===== src/sv/mrb_ram.sv =====
module mrb_ram #(
  parameter int WIDTH = 32,
  parameter int DEPTH = 128
) (
  input  logic                     clk,
  input  logic                     we,
  input  logic [$clog2(DEPTH)-1:0] waddr,
  input  logic [WIDTH-1:0]         wdata,
  input  logic [$clog2(DEPTH)-1:0] raddr,
  output logic [WIDTH-1:0]         rdata
);

  logic [WIDTH-1:0] mem [DEPTH];

  always_ff @(posedge clk) begin
    if (we) begin
      mem[waddr] <= wdata;
    end
    rdata <= mem[raddr];
  end

endmodule


===== config.mk =====
export PLATFORM = sky130hd
export DESIGN_NAME = mrb_ram
export DESIGN_NICKNAME = d
export VERILOG_FILES = /design/src/sv/mrb_ram.sv
export SDC_FILE = /design/constraint.sdc
export NUM_CORES = 2
export LEC_CHECK = 0
export ABC_CLOCK_PERIOD_IN_PS = 5300
export BUFFER_PORTS_ARGS = -buffer_cell sky130_fd_sc_hd__buf_4
export CORE_ASPECT_RATIO = 0.6
export CORE_MARGIN = 2
export CORE_UTILIZATION = 59
export DETAILED_ROUTE_END_ITERATION = 8
export GPL_TIMING_DRIVEN = 0
export PLACE_DENSITY_LB_ADDON = 0.1
export REMOVE_ABC_BUFFERS = 1
export SYNTH_ARGS = -nofsm -noshare
export SYNTH_HDL_FRONTEND = slang
export SYNTH_SLANG_ARGS = --single-unit

===== constraint.sdc =====
create_clock -name clk -period 5.3 [get_ports clk]
set_input_delay 0.795 -clock clk [delete_from_list [all_inputs] [get_ports clk]]
set_output_delay 0.795 -clock clk [all_outputs]
set_load 0.01 [all_outputs]

# Word-level counts from Yosys, hierarchy flattened
# Memories as Yosys holds them, arrays and structs flattened. A register that Yosys moved wholly into a read port is not among the register bits.
# Cells that the tools add are included.
dict set report totals {
  n_memories 1
  rom_bits 0
  elab_cells 3
  latchBits 0
  out_inout_bits 32
  regBits 0
  ramBits 4096
}
# memory words word_bits read_ports rd_ports_with_merged_regs wr line_no
set mem_list {}
lappend mem_list {mem 128 32 1 1 1 13} ;# logic [WIDTH-1:0] mem [DEPTH];
dict set report classes {
  n_mux 2
  n_eq_ne 0
  shifts 0
  n_lt_le_gt_ge 0
  addsub 0
  n_div 0
  n_bitwise 0
  reduce_logical 0
  n_mul 0
}
# cell n
set ops {}
lappend ops {{two-way mux 1 bit} 2}

# Depth between registers and ports, before layout
dict set report depth {
  word_depth 2
  mapped_depth 8
}

# Least setup slack after synthesis
# No wires, ideal clock.
dict set report synth_path {
  path_type {input to register}
  start {input port we}
  end {memory mem[98][0] (enable)}
  path_slack_ns 1.266
  required_time_ns 4.839
  setup_time_ns 0.461
  arrival_time_ns 3.573
  n_path_buf 1
  cell_stages 3
  cell_sequence {clkbuf_1 nand4_1 nor3_1}
}
dict set report synth_between {
  elab_chain_len 2
}
# element line_no
set synth_lines {}
lappend synth_lines {{from (decl)} 6} ;# input logic we,
lappend synth_lines {{two-way mux 1 bit} 16} ;# if (we) begin
lappend synth_lines {{two-way mux 1 bit (not written as such)} 17} ;# mem[waddr] <= wdata;
lappend synth_lines {{to (decl)} 13}
# Every way passes these cells.

==> run summary <==
The post-synthesis area per instance is 26.09 um2. The kind of end point of the critical path is a register. The endpoint identified for the worst register-to-register timing path is rdata[4]. The starting density of the core came out at 59.29%. The maximum operating frequency is 205.8 MHz. The number of standard cells in the final layout excluding fillers is 10240. The post-route clock skew came out at 29.89 ps. Setup repair after global routing left no endpoint under its margin. The count of H-tree levels built during CTS is 5. The netlist uses 17 different library cells. Of all nets on the critical path, the largest fanout is 111.

The worst setup path is of the in2reg kind. The commonest cells after synthesis are 4096 x sky130_fd_sc_hd__edfxtp_1, 1344 x sky130_fd_sc_hd__mux4_2, 182 x sky130_fd_sc_hd__clkbuf_1. The reported max-cap violation count came out at 0. The number of warnings printed during yosys synthesis came out at 0. The start of the worst register-to-register path is mem[117][4]. The fraction of layout instances using a drive strength above 1 is 35.05%. The remaining antenna violation count after routing came out at 0.

The instance count after placement with tap cells included is 9502. The tree built by TritonCTS fans out to 4128 sinks. The clock transition at the registers of the reported paths is 60 ps. The endpoint required time on the critical path came out at 6070 ps.

The utilization after layout is 67.47%. The floorplan die area is 269100 um2. The flow ran to the end, and the final reports show no timing, DRC or antenna violations. The total routing usage reported by global routing is 29.86%.

The number of detailed-route iterations in the first pass came out at 7. The worst hold path startpoint is wdata[16]. The share of flip-flops with an asynchronous set or reset after synthesis came out at 0%.

The maximum VDD drop is 275.1 uV. The final count of hold timing violations is 0. The cell with the most instances after synthesis is sky130_fd_sc_hd__edfxtp_1. Traced cell by cell, the critical path runs through buf_16 > buf_16 > buf_16 > buf_16 > mux4_2 > mux4_2 > mux4_2 > mux2_2. The worst-case reg-to-reg path depth is 4.

Entering global routing, the biggest net connects 152 pins. The first global-routing pass estimated 550.2 mm of wire. The post-CTS setup buffer count is 0. Using the TritonRoute via totals, the vias-per-cell ratio works out to 6.904. The worst-case clock buffer depth came out at 4. The number of global-route vias before repair is 68920. The area share of the largest cell type after synthesis is 78.71%. The total area inside the core boundary comes to 263600 um2. Clock tree synthesis inserted a total of 365 buffers. The hold-critical path depth is 1. The number of nets in the layout came out at 6397.

The critical path data arrival time is 5630 ps. Dividing total power by cell area gives a power density of 373.3 nW/um2. The final clock period utilization by the worst path is 91.69%.

STA classifies the critical path startpoint as an input port. Of the synthesized area, sequential elements account for 79.12%. Summing every instance area after synthesis gives 156300 um2. The worst hold path class is in2reg. The clock tree from TritonCTS is done. The die boundary height is 402.7 um. The number of antenna violations at the first check in global routing came out at 57.

The worst slew margin relative to its limit is 16.70%. The layout-stage area growth over the synthesis result came out at 13.81%. After detailed routing, the total wire length is 396.6 mm.

The most numerous cell type found on the critical path is sky130_fd_sc_hd__buf_16. Measured along the x axis, the die boundary spans 668.4 um. The post-cts sizing count is 0. The number of standard cells after synthesis came out at 5990. The number of register bits inferred by synthesis came out at 4128. The number of buffers added to fix hold violations after cts is 0. On the worst path, the slowest cell contributes a delay of 730 ps.

The clock latency at the later pin of the worst-skew pair came out at 900 ps. The final critical delay including setup and external delays is 4860 ps. The synthesized design contains 4096 enable-type register cells. The number of fill cells in the layout came out at 15870. The cell taking the most area after synthesis is sky130_fd_sc_hd__edfxtp_1.

The final routed wire length divided by cell count came out at 38.72 um. The cell row count came out at 146. The clock root buffer is sky130_fd_sc_hd__clkbuf_16. The worst-margin pin slew is 1249 ps. During placement, the flow inserted port buffers numbering 79. The overall via count from detail_route came out at 70700. The static power due to leakage came out at 54.23 nW. The path with the worst hold slack has its endpoint at mem[7][16].

In the synthesized netlist the dominant register cell turns out to be sky130_fd_sc_hd__edfxtp_1. The number of top-level pins is 80. Ranked by total cell area, the synthesized netlist is headed by sky130_fd_sc_hd__edfxtp_1 79%, sky130_fd_sc_hd__mux4_2 19%, sky130_fd_sc_hd__clkbuf_1 0.44%.

The max-slew violation total from the final report came to 0. In the routed design, unresolved DRC markers number 0. The final weighted congestion in routability-driven placement is 0.7754. The final setup violation count came out at 0. The slack of the worst reg-to-reg path came out at 2440 ps. The number of DRC markers after the initial detailed-route iteration came out at 12250.

Detailed placement finished with a half-perimeter wire length of 226.4 mm. The standard cell with the maximum stage delay on the critical path is sky130_fd_sc_hd__mux4_2. Hold timing on the final database bottoms out at a slack of 188.9 ps. For this run the aggregate overflow at the end of global routing stands at 0.
==> worst max-delay path: cells and delay by family <==
kind / cells / cell delay [ps]
buf+inv: 4 / 1760
mux: 4 / 2470
==> layer usage <==
layer	track usage, %	share of wire (%)	vias up
met4	6.371	2.3	34
met2	42.20	44	4284
li1	-	-	27180
met1	47.25	40	38640
met3	8.819	13	556
met5	0	0.057	-
==> per-stage QoR <==
stage          setup TNS, ps  area, um2  power (W)  setup WS (ps)
2_1_floorplan              0     155000    0.03813           1299
5_1_grt                    0     177700    0.06799          130.3
6_report                   0     177900    0.06639          440.4
3_5_place_dp          -17980     164900    0.04031         -823.6
3_3_place_gp        -3609510     160000    0.04132         -16110
4_1_cts                    0     176700    0.06655          69.74
==> how the worst max path moves through the flow <==
stage | startpoint | endpoint | slack, ps
2_1_floorplan | waddr[3] | mem[102][0] | 1300
3_3_place_gp | raddr[0] | rdata[9] | -16110
3_5_place_dp | raddr[0] | rdata[4] | -820
4_1_cts | raddr[0] | rdata[4] | 70
5_1_grt | raddr[0] | rdata[4] | 130
6_report | raddr[0] | rdata[4] | 440
==> layout make-up <==
cell class	instances	area, um2	area share [%]
flip-flops and latches	4128	123600	69.51
multi-input cells	1546	32290	18.16
clock buffers	457	9823	5.523
repair buffers	308	5550	3.121
well taps	3552	4444	2.499
clock inverters	201	1991	1.119
diodes	49	122.6	0.06894
==> state kept, by name, indices dropped and copies added, names as in the netlist <==
signal	flops
mem	4096
rdata	32
==> where the power goes <==
| part | total (W) | switching [W] | internal, W |
|---|---|---|---|
| Combinational | 0.00360 | 0.00218 | 0.00142 |
| Sequential | 0.0361 | 0.0000479 | 0.0360 |
| Clock | 0.0267 | 0.0117 | 0.0150 |
| Total | 0.0664 | 0.0139 | 0.0525 |
==> logic make-up after synthesis <==
family	Yosys count	synth area share [%]
and+or+nand+nor	170	0.4460
DFF	4128	79.12
muxes	1376	19.60
buffers and inverters	316	0.8391
==> layout by cell type, fill, tap and decap left out, types with 4 or more instances in the layout <==
cell type / netlist / final
sky130_fd_sc_hd__buf_8: 0 / 7
sky130_fd_sc_hd__diode_2: 0 / 49
sky130_fd_sc_hd__clkbuf_16: 0 / 377
sky130_fd_sc_hd__bufinv_16: 0 / 39
sky130_fd_sc_hd__clkinv_2: 0 / 54
sky130_fd_sc_hd__nor3_2: 0 / 9
sky130_fd_sc_hd__nor2_4: 0 / 119
sky130_fd_sc_hd__clkbuf_8: 0 / 11
sky130_fd_sc_hd__edfxtp_1: 4096 / 4096
sky130_fd_sc_hd__dfxtp_1: 32 / 32
sky130_fd_sc_hd__nand2_1: 14 / 11
sky130_fd_sc_hd__clkinvlp_4: 0 / 15
sky130_fd_sc_hd__buf_4: 3 / 45
sky130_fd_sc_hd__clkinv_1: 0 / 80
sky130_fd_sc_hd__nor2b_1: 7 / 7
sky130_fd_sc_hd__nand3_1: 12 / 8
sky130_fd_sc_hd__buf_16: 0 / 74
sky130_fd_sc_hd__clkbuf_1: 182 / 70
sky130_fd_sc_hd__nand3_2: 0 / 4
sky130_fd_sc_hd__buf_12: 0 / 115
sky130_fd_sc_hd__mux2_2: 32 / 32
sky130_fd_sc_hd__inv_6: 0 / 8
sky130_fd_sc_hd__mux4_2: 1344 / 1344
sky130_fd_sc_hd__buf_6: 2 / 66
(Power assumes the default switching activity.)
